[src/wttt_pkg.sv]
`default_nettype none
// ---------------------------------------------------------------------------
// Wake-time task table package
// Shared types, operation and status codes for the task table unit.
// ---------------------------------------------------------------------------
package wttt_pkg;

   localparam int DEFAULT_SLOTS = 16;
   localparam int MAX_RESULTS   = 16;
   localparam int FOUND_W       = $clog2(MAX_RESULTS);

   localparam logic [2:0] OP_REGISTER = 3'd0;
   localparam logic [2:0] OP_CANCEL   = 3'd1;
   localparam logic [2:0] OP_PROCESS  = 3'd2;
   localparam logic [2:0] OP_REPORT   = 3'd3;
   localparam logic [2:0] OP_TIMEOUT  = 3'd4;

   localparam logic [1:0] STATUS_OK      = 2'd0;
   localparam logic [1:0] STATUS_FULL    = 2'd1;
   localparam logic [1:0] STATUS_IGNORED = 2'd2;

   typedef struct packed {
      logic [2:0]  opcode;
      logic [3:0]  slot_id;
      logic [31:0] now_time;
      logic        keep_running;
      logic [31:0] wake_delay;
   } req_type;

   typedef struct packed {
      logic [1:0]  status;
      logic [3:0]  task_slot;
      logic        is_due;
      logic [31:0] timeout;
      logic [4:0]  live_count;
      logic        last;
   } rsp_type;

   // Slot store commands issued by the sequencer.
   typedef struct packed {
      logic set_active;
      logic clr_active;
      logic wr_wake;
   } store_cmd_type;

   typedef struct packed {
      logic [31:0] a;
      logic [31:0] b;
      logic        sub;
   } alu_op_type;

   typedef struct packed {
      logic [31:0] sum;
      logic        neg;
   } alu_res_type;

endpackage
`default_nettype wire

[src/wake_time_task_table_unit.sv]
`default_nettype none
// ---------------------------------------------------------------------------
// Wake-time task table unit
// Slot table of a cooperative scheduler: register, cancel, process due,
// report status and next timeout, run by a sequencer around one shared
// 32-bit adder/subtractor and a wake-time memory.
// ---------------------------------------------------------------------------
//
//   channel | direction | handshake             | payload
//   --------+-----------+-----------------------+------------------------
//   req     | in        | req_valid / req_ready | req_data (req_type)
//   rsp     | out       | rsp_valid / rsp_ready | rsp_data (rsp_type)
//
// Register, process due and next timeout walk the slots one per cycle
// through the memory read port (process due can pause for the output);
// cancel and report pass through ST_APPLY, an unknown opcode does not.
// Reset is synchronous and clears every slot flag and the count at once.
// A stalled response transfer holds the walk only when a process result is
// waiting to leave; the request side is ready whenever the sequencer idles.
// ---------------------------------------------------------------------------
module wake_time_task_table_unit #(
   parameter int SLOTS = wttt_pkg::DEFAULT_SLOTS
) (
   input  wire               clock,
   input  wire               reset,
   input  wire               req_valid,
   output logic              req_ready,
   input  wttt_pkg::req_type req_data,
   output logic              rsp_valid,
   input  wire               rsp_ready,
   output wttt_pkg::rsp_type rsp_data
);

   localparam int IDX_W = (SLOTS > 1) ? $clog2(SLOTS) : 1;
   localparam int CNT_W = $clog2(SLOTS + 1);

   typedef enum logic [1:0] {
      ST_IDLE,
      ST_APPLY,
      ST_SCAN,
      ST_FINISH
   } state_type;

   // Sequencer registers and their next values.
   state_type                 state_ff, state_in;
   logic [IDX_W-1:0]          idx_ff, idx_in;
   logic [2:0]                op_ff, op_in;
   logic [3:0]                id_ff, id_in;
   logic [31:0]               now_ff, now_in;
   logic                      keep_ff, keep_in;
   logic [31:0]               delay_ff, delay_in;
   logic [31:0]               best_ff, best_in;
   logic [wttt_pkg::FOUND_W-1:0] found_ff, found_in;
   wttt_pkg::rsp_type         hold_ff, hold_in;
   logic                      hold_valid_ff, hold_valid_in;
   wttt_pkg::rsp_type         rsp_ff, rsp_in;
   logic                      rsp_valid_ff, rsp_valid_in;

   // Store and arithmetic connections.
   wttt_pkg::store_cmd_type   cmd;
   logic [IDX_W-1:0]          wr_addr;
   logic [31:0]               wr_data;
   logic [IDX_W-1:0]          rd_addr;
   logic [31:0]               rd_wake;
   logic                      rd_active;
   logic [CNT_W-1:0]          count;
   wttt_pkg::alu_op_type      alu_op;
   wttt_pkg::alu_res_type     alu_res;

   logic                      out_free;
   logic                      last_idx;
   logic                      req_id_ok;
   logic                      id_ok;
   logic                      slot_due;
   logic [31:0]               remain;
   logic [31:0]               best_next;
   logic                      scan_done;

   wttt_slot_store #(
      .SLOTS (SLOTS),
      .IDX_W (IDX_W),
      .CNT_W (CNT_W)
   ) u_store (
      .clock     (clock),
      .reset     (reset),
      .cmd       (cmd),
      .wr_addr   (wr_addr),
      .wr_data   (wr_data),
      .rd_addr   (rd_addr),
      .rd_wake   (rd_wake),
      .rd_active (rd_active),
      .count     (count)
   );

   wttt_time_alu u_alu (
      .alu_op  (alu_op),
      .alu_res (alu_res)
   );

   assign req_ready = (state_ff == ST_IDLE);
   assign rsp_valid = rsp_valid_ff;
   assign rsp_data  = rsp_ff;

   // The output register can take a new result when empty or draining.
   assign out_free  = !rsp_valid_ff || rsp_ready;
   assign last_idx  = (32'(idx_ff) == SLOTS - 1);
   assign req_id_ok = (32'(req_data.slot_id) < SLOTS);
   assign id_ok     = (32'(id_ff) < SLOTS);

   // During a walk the read data belongs to the slot at idx_ff. A slot is
   // due when now minus its wake time is non-negative as a signed value;
   // the remaining delay is wake minus now, clamped at zero.
   assign slot_due  = rd_active && !alu_res.neg;
   assign remain    = alu_res.neg ? 32'd0 : alu_res.sum;
   assign best_next = (rd_active && (remain < best_ff)) ? remain : best_ff;

   always_comb begin
      state_in      = state_ff;
      idx_in        = idx_ff;
      op_in         = op_ff;
      id_in         = id_ff;
      now_in        = now_ff;
      keep_in       = keep_ff;
      delay_in      = delay_ff;
      best_in       = best_ff;
      found_in      = found_ff;
      hold_in       = hold_ff;
      hold_valid_in = hold_valid_ff;
      rsp_in        = rsp_ff;
      rsp_valid_in  = rsp_valid_ff;
      cmd           = '0;
      wr_addr       = idx_ff;
      wr_data       = 32'd0;
      rd_addr       = idx_ff;
      scan_done     = 1'b0;
      alu_op.a      = now_ff;
      alu_op.b      = rd_wake;
      alu_op.sub    = 1'b1;

      if (rsp_valid_ff && rsp_ready) begin
         rsp_valid_in = 1'b0;
      end

      unique case (state_ff)
         ST_IDLE: begin
            if (req_valid) begin
               op_in         = req_data.opcode;
               id_in         = req_data.slot_id;
               now_in        = req_data.now_time;
               keep_in       = req_data.keep_running;
               delay_in      = req_data.wake_delay;
               idx_in        = '0;
               best_in       = '1;
               found_in      = '0;
               hold_valid_in = 1'b0;
               hold_in       = '0;
               rd_addr       = '0;
               case (req_data.opcode) inside
                  wttt_pkg::OP_REGISTER, wttt_pkg::OP_PROCESS,
                  wttt_pkg::OP_TIMEOUT: begin
                     state_in = ST_SCAN;
                  end
                  wttt_pkg::OP_CANCEL, wttt_pkg::OP_REPORT: begin
                     // Fetch the addressed slot for the check in the next cycle.
                     rd_addr  = req_id_ok ? IDX_W'(req_data.slot_id) : '0;
                     state_in = ST_APPLY;
                  end
                  default: begin
                     hold_in.status = wttt_pkg::STATUS_IGNORED;
                     state_in       = ST_FINISH;
                  end
               endcase
            end
         end

         ST_APPLY: begin
            // The shared unit forms now plus delay for a reschedule.
            alu_op.a          = now_ff;
            alu_op.b          = delay_ff;
            alu_op.sub        = 1'b0;
            wr_addr           = IDX_W'(id_ff);
            wr_data           = alu_res.sum;
            hold_in           = '0;
            hold_in.task_slot = id_ff;
            if (id_ok && rd_active) begin
               hold_in.status = wttt_pkg::STATUS_OK;
               if ((op_ff == wttt_pkg::OP_REPORT) && keep_ff) begin
                  cmd.wr_wake = 1'b1;
               end else begin
                  cmd.clr_active = 1'b1;
               end
            end else begin
               hold_in.status = wttt_pkg::STATUS_IGNORED;
            end
            state_in = ST_FINISH;
         end

         ST_SCAN: begin
            case (op_ff)
               wttt_pkg::OP_REGISTER: begin
                  if (!rd_active) begin
                     cmd.set_active    = 1'b1;
                     cmd.wr_wake       = 1'b1;
                     hold_in           = '0;
                     hold_in.status    = wttt_pkg::STATUS_OK;
                     hold_in.task_slot = 4'(idx_ff);
                     state_in          = ST_FINISH;
                  end else if (last_idx) begin
                     hold_in        = '0;
                     hold_in.status = wttt_pkg::STATUS_FULL;
                     state_in       = ST_FINISH;
                  end else begin
                     idx_in  = idx_ff + IDX_W'(1);
                     rd_addr = idx_ff + IDX_W'(1);
                  end
               end

               wttt_pkg::OP_TIMEOUT: begin
                  alu_op.a   = rd_wake;
                  alu_op.b   = now_ff;
                  alu_op.sub = 1'b1;
                  best_in    = best_next;
                  if (last_idx) begin
                     hold_in         = '0;
                     hold_in.status  = wttt_pkg::STATUS_OK;
                     hold_in.timeout = best_next;
                     state_in        = ST_FINISH;
                  end else begin
                     idx_in  = idx_ff + IDX_W'(1);
                     rd_addr = idx_ff + IDX_W'(1);
                  end
               end

               default: begin
                  // Process due. The most recent due slot is held back so
                  // that the final one can carry the last marker.
                  if (!(slot_due && hold_valid_ff && !out_free)) begin
                     if (slot_due) begin
                        if (hold_valid_ff) begin
                           rsp_in            = hold_ff;
                           rsp_in.live_count = 5'(count);
                           rsp_in.last       = 1'b0;
                           rsp_valid_in      = 1'b1;
                        end
                        hold_in           = '0;
                        hold_in.status    = wttt_pkg::STATUS_OK;
                        hold_in.task_slot = 4'(idx_ff);
                        hold_in.is_due    = 1'b1;
                        hold_valid_in     = 1'b1;
                        found_in          = found_ff + wttt_pkg::FOUND_W'(1);
                     end
                     scan_done = last_idx ||
                                 (slot_due && (32'(found_ff) == wttt_pkg::MAX_RESULTS - 1));
                     if (scan_done) begin
                        if (!slot_due && !hold_valid_ff) begin
                           hold_in        = '0;
                           hold_in.status = wttt_pkg::STATUS_OK;
                        end
                        state_in = ST_FINISH;
                     end else begin
                        idx_in  = idx_ff + IDX_W'(1);
                        rd_addr = idx_ff + IDX_W'(1);
                     end
                  end
               end
            endcase
         end

         ST_FINISH: begin
            // The count already reflects this operation's update.
            if (out_free) begin
               rsp_in            = hold_ff;
               rsp_in.live_count = 5'(count);
               rsp_in.last       = 1'b1;
               rsp_valid_in      = 1'b1;
               state_in          = ST_IDLE;
            end
         end

         default: begin
            state_in = ST_IDLE;
         end
      endcase
   end

   always_ff @(posedge clock) begin
      if (reset) begin
         state_ff      <= ST_IDLE;
         hold_valid_ff <= 1'b0;
         rsp_valid_ff  <= 1'b0;
      end else begin
         state_ff      <= state_in;
         hold_valid_ff <= hold_valid_in;
         rsp_valid_ff  <= rsp_valid_in;
      end
      idx_ff   <= idx_in;
      op_ff    <= op_in;
      id_ff    <= id_in;
      now_ff   <= now_in;
      keep_ff  <= keep_in;
      delay_ff <= delay_in;
      best_ff  <= best_in;
      found_ff <= found_in;
      hold_ff  <= hold_in;
      rsp_ff   <= rsp_in;
   end

endmodule
`default_nettype wire

[src/wttt_time_alu.sv]
`default_nettype none
// ---------------------------------------------------------------------------
// Wake-time adder/subtractor
// The one shared 32-bit add or subtract unit, modulo 2^32, with sign flag.
// ---------------------------------------------------------------------------
module wttt_time_alu (
   input  wttt_pkg::alu_op_type  alu_op,
   output wttt_pkg::alu_res_type alu_res
);

   logic [31:0] operand_b;

   assign operand_b   = alu_op.sub ? ~alu_op.b : alu_op.b;
   assign alu_res.sum = alu_op.a + operand_b + {31'd0, alu_op.sub};
   assign alu_res.neg = alu_res.sum[31];

endmodule
`default_nettype wire

[src/wttt_slot_store.sv]
`default_nettype none
// ---------------------------------------------------------------------------
// Wake-time slot store
// Active flags, active-slot count and the wake-time memory with a
// registered read port.
// ---------------------------------------------------------------------------
module wttt_slot_store #(
   parameter int SLOTS = wttt_pkg::DEFAULT_SLOTS,
   parameter int IDX_W = (SLOTS > 1) ? $clog2(SLOTS) : 1,
   parameter int CNT_W = $clog2(SLOTS + 1)
) (
   input  wire                     clock,
   input  wire                     reset,
   input  wttt_pkg::store_cmd_type cmd,
   input  wire  [IDX_W-1:0]        wr_addr,
   input  wire  [31:0]             wr_data,
   input  wire  [IDX_W-1:0]        rd_addr,
   output logic [31:0]             rd_wake,
   output logic                    rd_active,
   output logic [CNT_W-1:0]        count
);

   logic [SLOTS-1:0] active_ff;
   logic [CNT_W-1:0] count_ff;
   logic [31:0]      wake_mem [SLOTS];
   logic [31:0]      rd_wake_ff;
   logic             rd_active_ff;

   // The wake time is only read for active slots, and claiming a slot
   // always writes it, so the memory itself needs no clearing.
   always_ff @(posedge clock) begin
      if (reset) begin
         active_ff <= '0;
         count_ff  <= '0;
      end else begin
         if (cmd.set_active) begin
            active_ff[wr_addr] <= 1'b1;
            count_ff           <= count_ff + CNT_W'(1);
         end else if (cmd.clr_active) begin
            active_ff[wr_addr] <= 1'b0;
            count_ff           <= count_ff - CNT_W'(1);
         end
      end
   end

   always_ff @(posedge clock) begin
      if (cmd.wr_wake) begin
         wake_mem[wr_addr] <= wr_data;
      end
      rd_wake_ff   <= wake_mem[rd_addr];
      rd_active_ff <= active_ff[rd_addr];
   end

   assign rd_wake   = rd_wake_ff;
   assign rd_active = rd_active_ff;
   assign count     = count_ff;

endmodule
`default_nettype wire
[config.mk]
export PLATFORM = sky130hd
export DESIGN_NAME = wake_time_task_table_unit
export DESIGN_NICKNAME = d
export VERILOG_FILES = /design/src/wttt_pkg.sv /design/src/wake_time_task_table_unit.sv /design/src/wttt_time_alu.sv /design/src/wttt_slot_store.sv
export SDC_FILE = /design/constraint.sdc
export NUM_CORES = 1
export LEC_CHECK = 0
export ABC_AREA = 1
export ABC_CLOCK_PERIOD_IN_PS = 22200
export BUFFER_PORTS_ARGS = -buffer_cell sky130_fd_sc_hd__buf_4
export CAP_MARGIN = 20
export CORE_ASPECT_RATIO = 1.75
export CORE_MARGIN = 8
export CORE_UTILIZATION = 42
export CTS_BUF_LIST = sky130_fd_sc_hd__clkbuf_8
export CTS_CLUSTER_SIZE = 14
export DETAILED_ROUTE_END_ITERATION = 10
export HOLD_SLACK_MARGIN = 0.08
export PLACE_DENSITY = 0.59
export SLEW_MARGIN = 5
export SYNTH_ARGS = -nofsm -noshare
export SYNTH_HDL_FRONTEND = slang
export SYNTH_HIERARCHICAL = 1
export SYNTH_SLANG_ARGS = --single-unit
[constraint.sdc]
create_clock -name clock -period 22.2 [get_ports clock]
set_clock_uncertainty 0.2 [all_clocks]
set_input_delay 3.33 -clock clock [delete_from_list [all_inputs] [get_ports clock]]
set_output_delay 3.33 -clock clock [all_outputs]
set_load 0.01 [all_outputs]
==> flow_summary_export.csv, run 1 <==
group,metric,value,unit
placement,gp_congestion,0.914,
sta,hold_violations,0,
sta,setup_tns,0,ns
sta,finalSetupViolCount,0,
sta,finalMaxSlewViolations,0,
worst_setup_path,crit_arrival,9.35,ns
worst_setup_path,path_class,"reg2reg",
yosys,synth_top_family_by_area,"simple AND/OR/NAND/NOR gates",
floorplan,start_util,42.3,%
clock_network,hold_buffers,0,
routing,top_layer_used,"met4",
cells_and_area,fill_cells,8206,
floorplan,die_h,407,µm
floorplan,die_w,240,µm
status,status,"completed",
run,maxCapViolations,0,
floorplan,io_pins,123,
placement,dpl_cell_area,0.0388,mm²
routing,wl_per_cell,19.1,µm
yosys,synthXorXnorAreaFrac,1.24,%
cells_and_area,final_layout_size_suffix_gt1_share,9.20,%
worst_setup_path,cp.required,22.70,ns
routing,drc,0,
hold_path,hold_path_class,"reg2reg",
placement,io_buffers,122,
cells_and_area,area_delta_synth_final,11.8,%
routing,drt-total-wl,101000,µm
yosys,yosysWarnings,6,
worst_setup_path,slowest_stage,"buf_4",
worst_setup_path,cp-start-kind,"flip-flop",
worst_setup_path,r2r-start,"state_ff[0]",
clock_network,clkTransAtPathRegs,0.07,ns
grt,grt_pass1_wl,153000,µm
sta,max_freq,113,MHz
grt,grt_max_degree,193,
grt,antenna_found_initial,1,
yosys,synthesis.area,0.0367,mm²
yosys,ys.flop_type,"edfxtp_1",
yosys,syn_area_per_cell,9.33,µm²
worst_setup_path,crit_start,"state_ff[0]",
clock_network,clockRootBuffer,"clkbuf_8",
yosys,async_reset_ff_share,0,%
clock_network,cts_sinks,766,
routing,wl_met3,5300,µm
grt,grt_use_total,20.5,%
yosys,synthCells,3938,
routing,drt-met1-wl,38900,µm
clock_network,cts_tree,"yes",
worst_setup_path,cp_max_fo,133,
yosys,ys_seq_area_share,61.0,%
worst_setup_path,timing.critical_path.mode_cell,"nand2_1",
routing,firstDrtPassIters,6,
worst_setup_path,cp_slowest_stage_delay,0.87,ns
clock_network,cts_made_buffers,106,
sta,fin_crit,8.85,ns
clock_network,postCtsSetupBuffers,0,
yosys,synth_cell_types,44,
worst_setup_path,endpoint_kind,"flip-flop",
routing,ant_nets,0,
placement,hpwl,62300,µm
clock_network,clockBufferDepth,3,
grt,grt_pass1_vias,26200,
yosys,synth_area_leaders,"edfxtp_1 (58%), nand2_1 (12%), nand3_1 (7.6%), inv_1 (7.4%), dfxtp_1 (3.2%)",
routing,vias,26600,
floorplan,core-area,0.0868,mm²
yosys,synth_compound_gate_area_share,4.31,%
cells_and_area,fin_area,0.0411,mm²
yosys,ys_seq_elements,766,
yosys,synth_fp_nets,4088,
routing,drt_first_iter_violations,1977,
yosys,yosys.area.top_type_share,57.9,%
hold_path,holdCritStartpoint,"hold_ff[14]",
floorplan,rows,143,
routing,vias_per_cell,5.04,
clock_network,cts_resized,0,
yosys,synth_area_leader_cell,"edfxtp_1",
sta,period_share,39.9,%
sta,worst_slew_pin_slew,1.04,ns
yosys,synthAdderAreaFrac,2.56,%
routing,dr_wl_met2,52500,µm
yosys,muxShareOfSynthArea,0,%
cells_and_area,fin_nets,4189,
clock_network,cts_max_level,3,
sta,max_slew_margin,30.7,%
yosys,synth_edf_count,708,
floorplan,dieArea,0.0975,mm²
grt,grt-ovfl-total,0,
sta,rsz0062_at_grt,"no",
clock_network,clk_latency,0.77,ns
yosys,synthSimpleGateAreaFrac,21.1,%
-- sequential cells by signal (all words and copies together), names as in the netlist, named ones only --
name / flops
op_ff: 3
delay_ff: 32
idx_ff: 4
rsp_data: 45
state_ff: 2
found_ff: 4
id_ff: 4
u_store/rd_active: 1
hold_ff: 39
hold_valid_ff: 1
now_ff: 32
u_store/wake_mem: 512
best_ff: 32
rsp_valid: 1
u_store/rd_wake: 32
keep_ff: 1
u_store/count: 5
-- cell usage in the layout (no fill, tap or decap), drive strengths merged, types with 9 or more instances in the layout --
master     n
ha        72
a21oi    114
dfxtp     58
buf      168
clkbuf   129
nand2   1161
o22ai     33
o21ai    120
nor2     100
nor3       9
clkinv    29
nand3    561
inv      765
xor2      49
edfxtp   708
-- path summary, 6_finish.rpt --
check                                           end  slack (ns)  cells after the start
worst max-delay path            u_store/rd_wake[25]       13.35                     35
worst min-delay path                   rsp_data[14]        0.25                      0
worst max register to register  u_store/rd_wake[25]       13.35                     35
worst min register to register         rsp_data[14]        0.25                      0
-- cell usage after synthesis (33+ instances only) --
cell type	instances
o21ai_0	118
o22ai_1	33
nand2_1	1147
edfxtp_1	708
xor2_1	49
a21oi_1	114
inv_1	721
ha_1	72
nor2_1	92
buf_2	95
nand3_1	560
clkbuf_1	49
dfxtp_1	58
-- routing by layer --
metal / vias to the layer above / track usage [%]
met5: - / 0
li1: 13000 / -
met1: 12600 / 23.3
met4: 0 / 9.57
met2: 842 / 37.1
met3: 246 / 3.07
-- cells by family (layout without fill, tap and decap cells) --
family,Yosys count,count (layout)
buffers and inverters,904,1096
xor gates and xnor gates,52,52
adders and majority gates,74,74
AOI/OAI and AO/OA,295,295
other,0,1
and+or+nand+nor,1847,1847
DFF,766,766
-- worst max-delay path: cells and delay by family, from the launching register on --
kind | cells | cell delay [ns]
AOI/OAI and AO/OA | 6 | 1.09
buffers and inverters | 11 | 3.63
DFF | 1 | 0.44
adders and majority gates | 2 | 0.73
and+or+nand+nor | 16 | 2.49
-- final cells by class --
| class | count | area [µm²] | area share (%) |
|---|---|---|---|
| clock buffers | 129 | 1780 | 4.32 |
| well taps | 1160 | 1450 | 3.54 |
| multi-input cells | 2268 | 10900 | 26.6 |
| inverters | 729 | 2750 | 6.69 |
| flip-flops and latches | 766 | 22400 | 54.6 |
| clock inverters | 70 | 434 | 1.06 |
| repair buffers | 168 | 1290 | 3.13 |
| diodes | 1 | 2.50 | 0.00609 |
-- per-stage QoR --
step	hold WS, ns	std cells	setup slack (ns)	utilization [%]
6_report	0.245	5291	13.35	47.3
5_1_grt	0.260	5291	12.77	47.3
4_1_cts	0.248	5290	13.41	47.3
3_5_place_dp	0.237	5091	13.46	44.8
3_3_place_gp	0.231	5091	13.57	44.8
2_1_floorplan	0.221	3938	15.00	-
Power of run 1 is not shown: default switching activity piles up to over one toggle a cycle in this logic, so the estimate is an artifact.
==> run 2: changes to the inputs <==
ABC_AREA = 0   (was 1)
ABC_CLOCK_PERIOD_IN_PS = 8100   (was 22200)
PLACE_DENSITY = 0.61   (was 0.59)
clock period = 8.1 ns   (was 22.2 ns; I/O delays follow)
==> flow_summary_export.csv, run 2 <==
group,metric,value,unit
sta,finalMaxSlewViolations,0,
worst_setup_path,ff2ff_setup_slack,0.52,ns
yosys,synth_most_common_cell,"edfxtp_1",
yosys,ys_seq_area_share,67.9,%
yosys,synthesis.area,0.0330,mm²
clock_network,cts_sinks,766,
routing,drt-met1-wl,33600,µm
sta,max_freq,132,MHz
cells_and_area,largest_reg_flops,512,
floorplan,die_w,228,µm
grt,grt_pass1_vias,20400,
routing,drt_first_iter_violations,1796,
yosys,synth_fp_nets,2262,
routing,vias_per_cell,5.69,
yosys,syn_area_per_cell,15.6,µm²
clock_network,clk_latency,0.79,ns
sta,period_share,93.6,%
clock_network,cts_max_level,3,
routing,firstDrtPassIters,5,
sta,max_slew_margin,30.9,%
worst_setup_path,slowest_stage,"o41ai_1",
cells_and_area,fin_nets,2436,
yosys,ys.flop_type,"edfxtp_1",
routing,ant_nets,0,
clock_network,cts_tree,"yes",
yosys,synth_cell_types,79,
clock_network,clkTransAtPathRegs,0.07,ns
sta,fin_crit,7.58,ns
cells_and_area,fill_cells,6696,
clock_network,clockBufferDepth,3,
routing,wl_per_cell,25.4,µm
sta,worst_slew_pin_slew,1.04,ns
placement,io_buffers,122,
routing,wl_met3,4400,µm
floorplan,die_h,387,µm
placement,hpwl,54000,µm
grt,antenna_found_initial,6,
sta,setup_tns,0,ns
clock_network,postCtsSetupBuffers,0,
cells_and_area,area_delta_synth_final,13.4,%
run,maxCapViolations,0,
routing,drc,0,
placement,gp_congestion,0.911,
cells_and_area,mostFrequentLayoutCells,"edfxtp_1 (708), nand2_1 (194), buf_4 (179)",
status,status,"completed",
yosys,ys_seq_elements,766,
yosys,yosysWarnings,6,
grt,grt-ovfl-total,0,
worst_setup_path,critPathTopFamily,"compound AO/OA/AOI/OAI gates",
yosys,synthCells,2112,
worst_setup_path,cp_max_fo,32,
worst_setup_path,endpoint_kind,"flip-flop",
worst_setup_path,cp-start-kind,"flip-flop",
yosys,synth_area_leaders,"edfxtp_1 (64%), mux4_2 (9.0%), dfxtp_1 (3.5%), ha_1 (2.7%), a22oi_1 (2.5%)",
worst_setup_path,path_class,"reg2reg",
floorplan,core-area,0.0783,mm²
clock_network,cts_resized,0,
yosys,synth_area_leader_cell,"edfxtp_1",
routing,drt-total-wl,86600,µm
hold_path,hold_path_class,"reg2reg",
routing,top_layer_used,"met4",
floorplan,dieArea,0.0882,mm²
grt,grt_max_degree,62,
worst_setup_path,crit_arrival,7.87,ns
clock_network,hold_buffers,0,
floorplan,rows,136,
worst_setup_path,cp.required,8.38,ns
worst_setup_path,cp_slowest_stage_delay,0.82,ns
clock_network,clockRootBuffer,"clkbuf_8",
sta,rsz0062_at_grt,"no",
floorplan,io_pins,123,
yosys,synth_top_cells_by_count,"edfxtp_1 (708), nand2_1 (194), mux4_2 (132), a22oi_1 (110), clkbuf_1 (83)",
worst_setup_path,crit_buf_inv,3,
yosys,yosys.area.top_type_share,64.4,%
yosys,synth_edf_count,708,
routing,vias,19400,
grt,grt_pass1_wl,129000,µm
yosys,async_reset_ff_share,0,%
grt,grt_use_total,19.3,%
cells_and_area,final_layout_size_suffix_gt1_share,20.7,%
sta,finalSetupViolCount,0,
cells_and_area,largest_register,"u_store/wake_mem",
floorplan,start_util,42.2,%
routing,dr_wl_met2,45700,µm
clock_network,cts_made_buffers,105,
cells_and_area,mostFrequentLayoutCell,"edfxtp_1",
sta,hold_violations,0,
==> run 2: cell count changes after synthesis, sizes merged, moves of 32 or more <==
cell | before | now
o22ai | 33 | 0
nand2 | 1161 | 194
and2 | 3 | 48
mux2i | 0 | 32
buf | 125 | 33
nor2 | 100 | 58
inv | 728 | 77
mux4 | 0 | 132
a22oi | 0 | 110
nor2b | 0 | 54
nand3 | 561 | 24
a21oi | 114 | 67
clkbuf | 50 | 84
==> run 2: metrics by stage <==
step / hold slack [ns] / instance area (µm²) / util, % / setup slack (ns) / instances
floorplan: 0.223 / 33000 / - / 0.752 / 2112
global placement: 0.235 / 35300 / 45.1 / 0.720 / 3213
detailed placement: 0.238 / 35300 / 45.1 / 0.645 / 3214
CTS: 0.250 / 37400 / 47.8 / 0.583 / 3411
global route: 0.264 / 37400 / 47.8 / 0.160 / 3412
finish: 0.250 / 37400 / 47.8 / 0.519 / 3413
==> run 2: layer usage <==
metal | up-vias | global-route usage [%]
met3 | 164 | 3.22
met2 | 610 | 34.8
li1 | 8616 | -
met1 | 10000 | 22.8
met5 | - | 0
met4 | 0 | 7.65
==> run 2: worst register-to-register path, stage by stage, from the launching register on <==
cell,delay (ns)
dfxtp_1,0.35
inv_1,0.12
ha_1,0.54
and2_1,0.29
buf_4,0.33
nand2_1,0.12
o221ai_1,0.10
xor2_1,0.11
ha_1,0.41
a21oi_1,0.09
o21ai_0,0.37
a41oi_1,0.16
a21boi_1,0.21
o41ai_1,0.82
o21ai_0,0.26
xnor2_1,0.52
nor2b_1,0.30
ha_1,0.27
nand4_1,0.10
nor3_1,0.11
nand2_1,0.08
nand4b_1,0.14
a311oi_4,0.28
buf_4,0.54
mux2i_1,0.35
nand2_1,0.10
==> run 2: area by class of cell <==
class | instances | area, µm² | share of cell area [%]
clock inverters | 88 | 588 | 1.57
multi-input cells | 1152 | 9890 | 26.4
diodes | 2 | 5.00 | 0.0134
inverters | 77 | 290 | 0.775
flip-flops and latches | 766 | 22400 | 59.9
well taps | 1035 | 1290 | 3.46
clock buffers | 109 | 1500 | 4.01
repair buffers | 184 | 1440 | 3.86
==> run 2: final timing paths <==
kind                                  start      endpoint  cells past startpoint
worst max register to register  state_ff[1]   best_ff[19]                     25
worst max-delay path            state_ff[1]   best_ff[19]                     25
worst min register to register  hold_ff[34]  rsp_data[34]                      0
worst min-delay path            hold_ff[34]  rsp_data[34]                      0
==> run 2: logic make-up after synthesis <==
kind of cell	count (synthesis)	synth area share (%)
AO/OA/AOI/OAI	396	8.26
XOR/XNOR	66	1.75
adder cells (fa/ha/maj)	74	2.85
buffers and inverters	194	2.51
flip-flops	766	67.9
multiplexers	169	10.1
AND/OR/NAND/NOR	447	6.56
Power of run 2 is left out for the same reason.
